**src/hdl/ptps_pkg.sv**
```systemverilog
package ptps_pkg;

  localparam int TABLE_SLOTS_DEF = 64;
  localparam logic [2:0] MAX_PRIO = 3'd4;

  typedef enum logic [2:0] {
    REQ_CREATE   = 3'd0,
    REQ_REMOVE   = 3'd1,
    REQ_ENQUEUE  = 3'd2,
    REQ_DISPATCH = 3'd3,
    REQ_BLOCK    = 3'd4,
    REQ_UNBLOCK  = 3'd5,
    REQ_SETPRIO  = 3'd6,
    REQ_STATS    = 3'd7
  } req_t;

  typedef enum logic [1:0] {
    ST_NEW      = 2'd0,
    ST_READY    = 2'd1,
    ST_BLOCKED  = 2'd2,
    ST_FINISHED = 2'd3
  } pstate_t;

  typedef enum logic [3:0] {
    RS_OK          = 4'd0,
    RS_NOT_FOUND   = 4'd1,
    RS_FULL        = 4'd2,
    RS_BAD_PRIO    = 4'd3,
    RS_BLOCKED     = 4'd4,
    RS_EMPTY       = 4'd5,
    RS_NOT_BLOCKED = 4'd6,
    RS_FINISHED    = 4'd7,
    RS_QUEUED      = 4'd8
  } status_t;

  // controller -> datapath
  typedef struct packed {
    logic load;   // latch request, clear scan results
    logic scan;   // examine slot at scan index, advance
    logic commit; // apply the request using scan results
  } cmd_t;

  // datapath -> controller
  typedef struct packed {
    logic scan_done;
  } stat_t;

endpackage

```
**src/hdl/ptps_datapath.sv**
```systemverilog
module ptps_datapath #(
  parameter int TABLE_SLOTS = ptps_pkg::TABLE_SLOTS_DEF
) (
  input  logic             clk,
  input  logic             rst,
  input  ptps_pkg::cmd_t   cmd,
  output ptps_pkg::stat_t  stat,
  input  logic [2:0]       in_req,
  input  logic [15:0]      in_id,
  input  logic [2:0]       in_prio,
  output logic [3:0]       res_status,
  output logic [15:0]      res_id,
  output logic [2:0]       res_prio,
  output logic [6:0]       res_total,
  output logic [15:0]      res_exec,
  output logic [6:0]       res_active,
  output logic [6:0]       res_blocked
);
  localparam int IW = $clog2(TABLE_SLOTS);
  localparam int CW = $clog2(TABLE_SLOTS + 1);

  // per-slot fields held in memories; valid bits in flops
  logic [TABLE_SLOTS-1:0] slot_valid;
  logic [15:0] mem_ident [TABLE_SLOTS];
  logic [2:0]  mem_prio  [TABLE_SLOTS];
  logic [1:0]  mem_state [TABLE_SLOTS];
  logic [31:0] mem_seq   [TABLE_SLOTS];
  logic [2:0]  mem_qprio [TABLE_SLOTS];

  logic [31:0] enqueue_counter;
  logic [15:0] next_ident;
  logic [15:0] dispatched_total;

  logic [2:0]  req;
  logic [15:0] id;
  logic [2:0]  prio;
  logic [IW:0] idx;
  logic        rd_vld;
  logic [IW-1:0] rd_idx;
  logic [15:0] rd_ident;
  logic [2:0]  rd_prio;
  logic [1:0]  rd_state;
  logic [31:0] rd_seq;
  logic [2:0]  rd_qprio;

  logic          hit;
  logic [IW-1:0] hit_idx;
  logic [1:0]    hit_state;
  logic [2:0]    hit_prio;
  logic          fre;
  logic [IW-1:0] fre_idx;
  logic          best;
  logic [IW-1:0] best_idx;
  logic [2:0]    best_qprio;
  logic [31:0]   best_age;
  logic [15:0]   best_ident;
  logic [2:0]    best_prio;
  logic [CW-1:0] cnt_tot, cnt_act, cnt_blk;

  logic [31:0] rd_age;
  logic        rd_ok;
  logic        better;

  assign rd_age = enqueue_counter - rd_seq;
  assign rd_ok  = rd_vld && slot_valid[rd_idx];
  assign better = !best || (rd_qprio < best_qprio) ||
                  (rd_qprio == best_qprio && rd_age > best_age);
  assign stat.scan_done = (idx == (IW+1)'(TABLE_SLOTS)) && !rd_vld;

  function automatic logic [6:0] sat7(input logic [CW-1:0] v);
    if (CW > 7 && v > CW'(127)) return 7'd127;
    return 7'(v);
  endfunction

  function automatic logic in_range_ok();
    return prio <= ptps_pkg::MAX_PRIO;
  endfunction

  always_ff @(posedge clk) begin
    if (cmd.scan && idx != (IW+1)'(TABLE_SLOTS)) begin
      rd_idx   <= idx[IW-1:0];
      rd_ident <= mem_ident[idx[IW-1:0]];
      rd_prio  <= mem_prio[idx[IW-1:0]];
      rd_state <= mem_state[idx[IW-1:0]];
      rd_seq   <= mem_seq[idx[IW-1:0]];
      rd_qprio <= mem_qprio[idx[IW-1:0]];
    end
    if (cmd.commit) begin
      case (req)
        ptps_pkg::REQ_CREATE: if (in_range_ok() && fre) begin
          mem_ident[fre_idx] <= next_ident;
          mem_prio[fre_idx]  <= prio;
          mem_state[fre_idx] <= ptps_pkg::ST_NEW;
        end
        ptps_pkg::REQ_ENQUEUE: if (hit && hit_state == ptps_pkg::ST_NEW) begin
          mem_state[hit_idx] <= ptps_pkg::ST_READY;
          mem_seq[hit_idx]   <= enqueue_counter;
          mem_qprio[hit_idx] <= hit_prio;
        end
        ptps_pkg::REQ_DISPATCH: if (best) mem_state[best_idx] <= ptps_pkg::ST_FINISHED;
        ptps_pkg::REQ_BLOCK: if (hit && hit_state != ptps_pkg::ST_FINISHED)
          mem_state[hit_idx] <= ptps_pkg::ST_BLOCKED;
        ptps_pkg::REQ_UNBLOCK: if (hit && hit_state == ptps_pkg::ST_BLOCKED)
          mem_state[hit_idx] <= ptps_pkg::ST_NEW;
        ptps_pkg::REQ_SETPRIO: if (in_range_ok() && hit) mem_prio[hit_idx] <= prio;
        default: ;
      endcase
    end
  end

  always_ff @(posedge clk) begin
    if (rst) begin
      slot_valid       <= '0;
      enqueue_counter  <= '0;
      next_ident       <= 16'd1;
      dispatched_total <= '0;
      rd_vld           <= 1'b0;
      idx              <= '0;
    end else begin
      if (cmd.load) begin
        req <= in_req; id <= in_id; prio <= in_prio;
        idx <= '0; rd_vld <= 1'b0;
        hit <= 1'b0; fre <= 1'b0; best <= 1'b0;
        cnt_tot <= '0; cnt_act <= '0; cnt_blk <= '0;
      end
      if (cmd.scan) begin
        rd_vld <= idx != (IW+1)'(TABLE_SLOTS);
        if (idx != (IW+1)'(TABLE_SLOTS)) idx <= idx + 1'b1;
        if (rd_vld) begin
          if (!slot_valid[rd_idx] && !fre) begin
            fre <= 1'b1; fre_idx <= rd_idx;
          end
          if (rd_ok) begin
            cnt_tot <= cnt_tot + 1'b1;
            if (rd_state != ptps_pkg::ST_FINISHED) cnt_act <= cnt_act + 1'b1;
            if (rd_state == ptps_pkg::ST_BLOCKED) cnt_blk <= cnt_blk + 1'b1;
            if (!hit && rd_ident == id) begin
              hit <= 1'b1; hit_idx <= rd_idx; hit_state <= rd_state;
              hit_prio <= rd_prio;
            end
            if (rd_state == ptps_pkg::ST_READY && better) begin
              best <= 1'b1; best_idx <= rd_idx; best_qprio <= rd_qprio;
              best_age <= rd_age; best_ident <= rd_ident; best_prio <= rd_prio;
            end
          end
        end
      end
      if (cmd.commit) begin
        res_status  <= ptps_pkg::RS_OK;
        res_id      <= '0;
        res_prio    <= '0;
        res_total   <= '0;
        res_exec    <= '0;
        res_active  <= '0;
        res_blocked <= '0;
        case (req)
          ptps_pkg::REQ_CREATE:
            if (!in_range_ok()) res_status <= ptps_pkg::RS_BAD_PRIO;
            else if (!fre) res_status <= ptps_pkg::RS_FULL;
            else begin
              slot_valid[fre_idx] <= 1'b1;
              res_id <= next_ident;
              next_ident <= next_ident + 16'd1;
            end
          ptps_pkg::REQ_REMOVE:
            if (!hit) res_status <= ptps_pkg::RS_NOT_FOUND;
            else slot_valid[hit_idx] <= 1'b0;
          ptps_pkg::REQ_ENQUEUE:
            if (!hit) res_status <= ptps_pkg::RS_NOT_FOUND;
            else if (hit_state == ptps_pkg::ST_BLOCKED) res_status <= ptps_pkg::RS_BLOCKED;
            else if (hit_state == ptps_pkg::ST_FINISHED) res_status <= ptps_pkg::RS_FINISHED;
            else if (hit_state == ptps_pkg::ST_READY) res_status <= ptps_pkg::RS_QUEUED;
            else enqueue_counter <= enqueue_counter + 32'd1;
          ptps_pkg::REQ_DISPATCH:
            if (!best) res_status <= ptps_pkg::RS_EMPTY;
            else begin
              if (dispatched_total != 16'hFFFF) dispatched_total <= dispatched_total + 16'd1;
              res_id   <= best_ident;
              res_prio <= best_prio;
            end
          ptps_pkg::REQ_BLOCK:
            if (!hit) res_status <= ptps_pkg::RS_NOT_FOUND;
            else if (hit_state == ptps_pkg::ST_FINISHED) res_status <= ptps_pkg::RS_FINISHED;
          ptps_pkg::REQ_UNBLOCK:
            if (!hit) res_status <= ptps_pkg::RS_NOT_FOUND;
            else if (hit_state != ptps_pkg::ST_BLOCKED) res_status <= ptps_pkg::RS_NOT_BLOCKED;
          ptps_pkg::REQ_SETPRIO:
            if (!in_range_ok()) res_status <= ptps_pkg::RS_BAD_PRIO;
            else if (!hit) res_status <= ptps_pkg::RS_NOT_FOUND;
          default: begin
            res_total   <= sat7(cnt_tot);
            res_exec    <= dispatched_total;
            res_active  <= sat7(cnt_act);
            res_blocked <= sat7(cnt_blk);
          end
        endcase
      end
    end
  end
endmodule

```
**src/hdl/ptps_ctrl.sv**
```systemverilog
module ptps_ctrl (
  input  logic            clk,
  input  logic            rst,
  input  logic            in_valid,
  output logic            in_ready,
  output logic            out_valid,
  input  logic            out_ready,
  output ptps_pkg::cmd_t  cmd,
  input  ptps_pkg::stat_t stat
);
  typedef enum logic [1:0] {S_IDLE, S_SCAN, S_COMMIT, S_OUT} state_t;
  state_t state;

  assign in_ready = state == S_IDLE;
  assign cmd.load   = in_valid && in_ready;
  assign cmd.scan   = state == S_SCAN;
  assign cmd.commit = state == S_COMMIT;

  always_ff @(posedge clk) begin
    if (rst) begin
      state <= S_IDLE;
      out_valid <= 1'b0;
    end else begin
      case (state)
        S_IDLE: if (in_valid) state <= S_SCAN;
        S_SCAN: if (stat.scan_done) state <= S_COMMIT;
        S_COMMIT: begin
          state <= S_OUT;
          out_valid <= 1'b1;
        end
        S_OUT: if (out_ready) begin
          state <= S_IDLE;
          out_valid <= 1'b0;
        end
        default: state <= S_IDLE;
      endcase
    end
  end
endmodule

```
**src/hdl/process_table_priority_scheduler.sv**
```systemverilog
// Process table scheduler: each request (create, remove, enqueue, dispatch,
// block, unblock, set priority, statistics) gives one status beat. A request
// sweeps the whole table once through one read port in the scan state, then
// the commit state registers its result beat. One request is in work at a
// time, so a new request is accepted only once the result beat has been
// taken; a stalled result beat holds off the next request. Dispatch picks the
// lowest queued priority, oldest first.
module process_table_priority_scheduler #(
  parameter int TABLE_SLOTS = ptps_pkg::TABLE_SLOTS_DEF
) (
  input  logic        clk,
  input  logic        rst,
  input  logic        s_axis_tvalid,
  output logic        s_axis_tready,
  input  logic [23:0] s_axis_tdata,  // req_type[2:0], proc_id[18:3], priority_req[21:19]
  output logic        m_axis_tvalid,
  input  logic        m_axis_tready,
  // status[3:0], result_id[19:4], result_priority[22:20], total_count[29:23],
  // executed_count[45:30], active_count[52:46], blocked_count[59:53]
  output logic [63:0] m_axis_tdata
);
  ptps_pkg::cmd_t  cmd;
  ptps_pkg::stat_t stat;
  logic [3:0]  st;
  logic [15:0] rid, rex;
  logic [2:0]  rpr;
  logic [6:0]  rt, ra, rb;

  ptps_ctrl u_ctrl (
    .clk, .rst,
    .in_valid(s_axis_tvalid), .in_ready(s_axis_tready),
    .out_valid(m_axis_tvalid), .out_ready(m_axis_tready),
    .cmd, .stat
  );

  ptps_datapath #(.TABLE_SLOTS(TABLE_SLOTS)) u_dp (
    .clk, .rst, .cmd, .stat,
    .in_req(s_axis_tdata[2:0]), .in_id(s_axis_tdata[18:3]),
    .in_prio(s_axis_tdata[21:19]),
    .res_status(st), .res_id(rid), .res_prio(rpr), .res_total(rt),
    .res_exec(rex), .res_active(ra), .res_blocked(rb)
  );

  assign m_axis_tdata = {4'd0, rb, ra, rex, rt, rpr, rid, st};

  a_one_side: assert property (@(posedge clk) disable iff (rst)
    !(s_axis_tready && m_axis_tvalid)) else $error("accept while result pending");
  a_commit_out: assert property (@(posedge clk) disable iff (rst)
    cmd.commit |=> m_axis_tvalid) else $error("commit without result");
  a_status_range: assert property (@(posedge clk) disable iff (rst)
    m_axis_tvalid |-> m_axis_tdata[3:0] <= 4'd8) else $error("bad status code");
endmodule

```
**config.mk**
```make
export PLATFORM = sky130hd
export DESIGN_NAME = process_table_priority_scheduler
export DESIGN_NICKNAME = d
export VERILOG_FILES = /design/src/hdl/ptps_pkg.sv /design/src/hdl/ptps_datapath.sv /design/src/hdl/ptps_ctrl.sv /design/src/hdl/process_table_priority_scheduler.sv
export SDC_FILE = /design/constraint.sdc
export NUM_CORES = 2
export LEC_CHECK = 0
export ABC_AREA = 0
export CAP_MARGIN = 20
export CORE_ASPECT_RATIO = 1.25
export CORE_MARGIN = 2
export CORE_UTILIZATION = 39
export CTS_CLUSTER_DIAMETER = 120
export DETAILED_ROUTE_END_ITERATION = 10
export DONT_BUFFER_PORTS = 1
export PLACE_DENSITY_LB_ADDON = 0.12
export SLEW_MARGIN = 20
export SYNTH_ARGS = -nofsm -noshare
export SYNTH_HDL_FRONTEND = slang
export SYNTH_SLANG_ARGS = --single-unit
```
**constraint.sdc**
```tcl
create_clock -name clk -period 12.7 [get_ports clk]
set_input_delay 2.54 -clock clk [delete_from_list [all_inputs] [get_ports clk]]
set_output_delay 2.54 -clock clk [all_outputs]
set_load 0.005 [all_outputs]
```
==> results.txt <==
Across all layers, the routed design uses 72600 vias. The worst slack on hold paths came out at 0.464 ns. The average instance area after synthesis is 21.9 sq um. The cell-internal power is 22.6 mW. Routability-driven placement finished with a final weighted congestion of 0.830. The simple-gate share of the synthesized area came out at 0.0275. The launching element type of the critical path is a register.

The residual DRC count is 0. The maximum VDD drop is 0.148 mV. After filler insertion, the fill cell instance count of the layout stands at 33300. The global routing usage on met2 is 0.360. The largest buffer count on any clock path is 4. The shortest period the worst path allows is 6.80 ns. The number of pins with negative max-slew slack in the final report came out at 0.

The cell row count came out at 258. The xor-xnor portion of the synthesized cell area came out at 0.00514. The wire length reported by the detailed router is 404000 um. STA classifies the critical path endpoint as a register.

The total global-route track usage came out at 0.199. The sequential fraction of the synthesis area came out at 0.760. Buffers inserted during clock tree synthesis total 406. The post-CTS setup repair buffer count came out at 0.

The chip width is 568 um. The delay of the slowest critical-path stage came out at 0.84 ns. By area, the combinational part of the netlist is dominated by multiplexers. Yosys attributes the largest share of cell area to edfxtp_1 74%, mux4_2 17%, dfxtp_1 1.8%. The number of buffers inserted by hold repair at cts is 0. For this design the ratio of total power to cell area is 169 mW/mm^2. Ranked by instance count, the synthesized netlist is headed by 3829 x edfxtp_1, 1189 x mux4_2, 392 x nor2_1.

The distinct cell type count of the synthesized netlist is 78. In the final timing run, aggregate negative setup slack is 0 ns. The fraction of power consumed by sequential logic came out at 0.490. met2 is the most crowded layer. The number of sinks driven by the clock tree came out at 3968. The final net count is 7501. The area of the core is 0.395 sq mm.

In this run the cell area of the synthesized design comes to 0.155 sq mm. Yosys mapped a number of flops with a built-in enable equal to 3829. The placed instances occupy a cell area of 0.163 sq mm. The worst setup path is of the register to register kind. The library cell contributing the largest single delay on the critical path is nor4_1.

Measured along the y axis, the die boundary spans 709 um. Dividing the final minimum period by the clock period gives 0.535. The global routing met1 resource utilization came out at 0.257. The launch instance of the worst register-to-register path is u_dp.enqueue_counter[15]. The half-perimeter wire length after detailed placement came out at 227000 um. The warning count from the yosys run came out at 0. The proportion of layout cells with a drive suffix above 1 came out at 0.278. The top-level port count came out at 94. The count of nets left with antenna violations after detail routing came out at 0. By instance count, the leading cell after synthesis is edfxtp_1.

The most used flip-flop cell after synthesis is edfxtp_1. The min-delay analysis places its worst path in the category register to register. The worst clock skew on the final layout is 0.104 ns.

The area growth from synthesis to final layout is 13.1%. The clock transition at the registers of the reported paths came out at 0.06 ns. The number of global-route vias before repair is 76500.

Setup violations remaining at the end of the flow were counted as 0. The wire length of the first global-routing pass came out at 574000 um. The cell area after layout is 0.175 sq mm. The TritonCTS clock tree is yes. Setup repair after global routing left no endpoint under its margin. The routed wirelength normalized by instance count is 31.2 um. The per-cell via count in the routed design is 5.61. The critical path launch point is u_dp.enqueue_counter[15].

The initial antenna violation count came out at 19. Grouping stages by cell kind, the critical path spends the most delay in compound AO/OA/AOI/OAI gates. Of all nets on the critical path, the largest fanout is 67. The H-tree level count is 5. The cell chosen for the clock root is clkbuf_16. The start point of the worst hold path is u_dp.rd_qprio[1].

Once layout is complete, the utilization of the core stands at 0.444. The portion of synthesized area spent on multiplexers is 0.174. Of the total synthesized cell area, the portion taken by full adders, half adders and majority gates is 0.00643. The remaining global-route overflow is 0. The first routing iteration left 6891 violations. The share of total power dissipated in the clock network is 0.387.

The measured slew at the worst slew-check pin came out at 1.19 ns. The max-capacitance violation count came out at 0. For this design the total switching power over the nets is 6.97 mW. For the worst-skew pair, the clock arrives at the later sink with an insertion delay of 0.99 ns.

The worst slew margin relative to its limit came out at 0.205. The initial utilization of the core area, before any placement, comes to 0.392. The floorplan step defined a die boundary enclosing 0.403 sq mm. The number of cells in the finished layout apart from fillers is 12900. The cell type contributing the most total cell area after synthesis is edfxtp_1. The synthesized design contains 3968 register bits.

The instance count of the mapped netlist is 7083. The critical path goes through buf_4 -> ha_1 -> a222oi_1 -> nand3_1 -> a2111oi_2 -> or3_1 -> o21ai_0 -> a2111oi_0 -> nor3b_1 -> ha_1 -> nand3_1 -> nor4_1 -> o31a_1 -> a2111oi_0 -> o21a_1 -> nor3_2 -> buf_4. The switching share of total power came out at 0.235. Post-CTS repair changed the size of 0 cells. For this run, the detailed router's first-pass iteration total came to 6.

The share of synthesized flip-flops with an asynchronous set or reset is 0. The number of cells in the design after placement came out at 12200. The combinational group share of total power came out at 0.123.

The achievable clock frequency came out at 0.147 GHz. Data on the critical path is required at its endpoint by 13.26 ns. The number of buffer and inverter instances along the worst setup path is 2. In this run the tool buffered the top-level ports with 0 buffer cells. The global routing usage on met3 is 0.0249.

The number of endpoints with negative hold slack in the final report came out at 0. The complex-gate fraction of the synthesized area is 0.0148. The leakage power figure is 53.2 nW. Entering global routing, the biggest net connects 137 pins. The flow ran to the end, and the final reports show no timing, DRC or antenna violations. The share of synthesized area in the top cell type comes to 0.742. The data arrival time of the critical path is 7.35 ns.
-- routing by layer --
layer | vias to the layer above | share of wire
met5 | - | 0
met4 | 0 | 0.020
met3 | 498 | 0.042
met2 | 1799 | 0.53
met1 | 40000 | 0.41
li1 | 30300 | -
-- area by class of cell --
cell class	instances	area, sq um	area share
inverters	94	355	0.00203
clock inverters	221	1770	0.0101
diodes	6	15.0	0.0000856
flip-flops and latches	3968	118000	0.672
multi-input cells	2674	36000	0.205
repair buffers	250	2060	0.0118
clock buffers	523	10800	0.0618
well taps	5200	6510	0.0371
-- flip-flops by register name, indices dropped and copies added (netlist names), 64 cells and up --
register / count
u_dp.slot_valid: 64
u_dp.mem_seq: 2048
u_dp.mem_ident: 1024
u_dp.mem_prio: 192
u_dp.mem_state: 128
u_dp.mem_qprio: 192
-- layout by cell type (no fill, tap or decap), types with 57 or more instances in the layout --
cell type,n
nor2_1,318
o21ai_0,111
and2_1,57
edfxtp_1,3829
mux4_2,1189
nor2_4,68
clkinv_1,91
ha_1,78
dfxtp_1,85
nand3_1,81
clkinv_2,77
clkbuf_16,414
buf_4,235
inv_1,92
a21oi_1,112
xor2_1,62
clkbuf_1,102
nand2_1,179
-- power groups by stage --
stage          sequential, mW  clock (mW)  combinational, mW
3_3_place_gp             14.8           0               3.72
4_1_cts                  14.5        11.8               3.75
3_5_place_dp             14.8           0               3.74
6_report                 14.5        11.5               3.63
2_1_floorplan            14.7           0               2.78
5_1_grt                  14.5        12.2               3.91
-- path summary, 6_finish.rpt --
kind                                           end  slack, ns  cells after the start
worst max-delay path             u_dp.best_age[19]       5.90                     17
worst min-delay path            u_dp.best_qprio[1]       0.46                      0
worst max register to register   u_dp.best_age[19]       5.90                     17
worst min register to register  u_dp.best_qprio[1]       0.46                      0
-- worst register-to-register path, cell delays in order, from the launching register on --
cell	delay, ns
dfxtp_2	0.31
buf_4	0.49
ha_1	0.49
a222oi_1	0.37
nand3_1	0.21
a2111oi_2	0.74
or3_1	0.29
o21ai_0	0.16
a2111oi_0	0.50
nor3b_1	0.16
ha_1	0.32
nand3_1	0.15
nor4_1	0.84
o31a_1	0.35
a2111oi_0	0.10
o21a_1	0.23
nor3_2	0.24
buf_4	0.45
-- cell families after synthesis --
group	after synthesis
muxes	1214
and+or+nand+nor	917
other	1
adders and majority gates	79
buffers and inverters	444
AOI/OAI and AO/OA	369
DFF	3968
xor gates and xnor gates	91
-- per-stage QoR --
stage | power [mW] | worst slack (ns)
after floorplan | 17.5 | 3.33
after global placement | 18.5 | 5.31
after detailed placement | 18.5 | 5.64
after CTS | 30.0 | 5.65
after global routing | 30.7 | 5.51
final | 29.6 | 5.90
(Power assumes the default switching activity.)
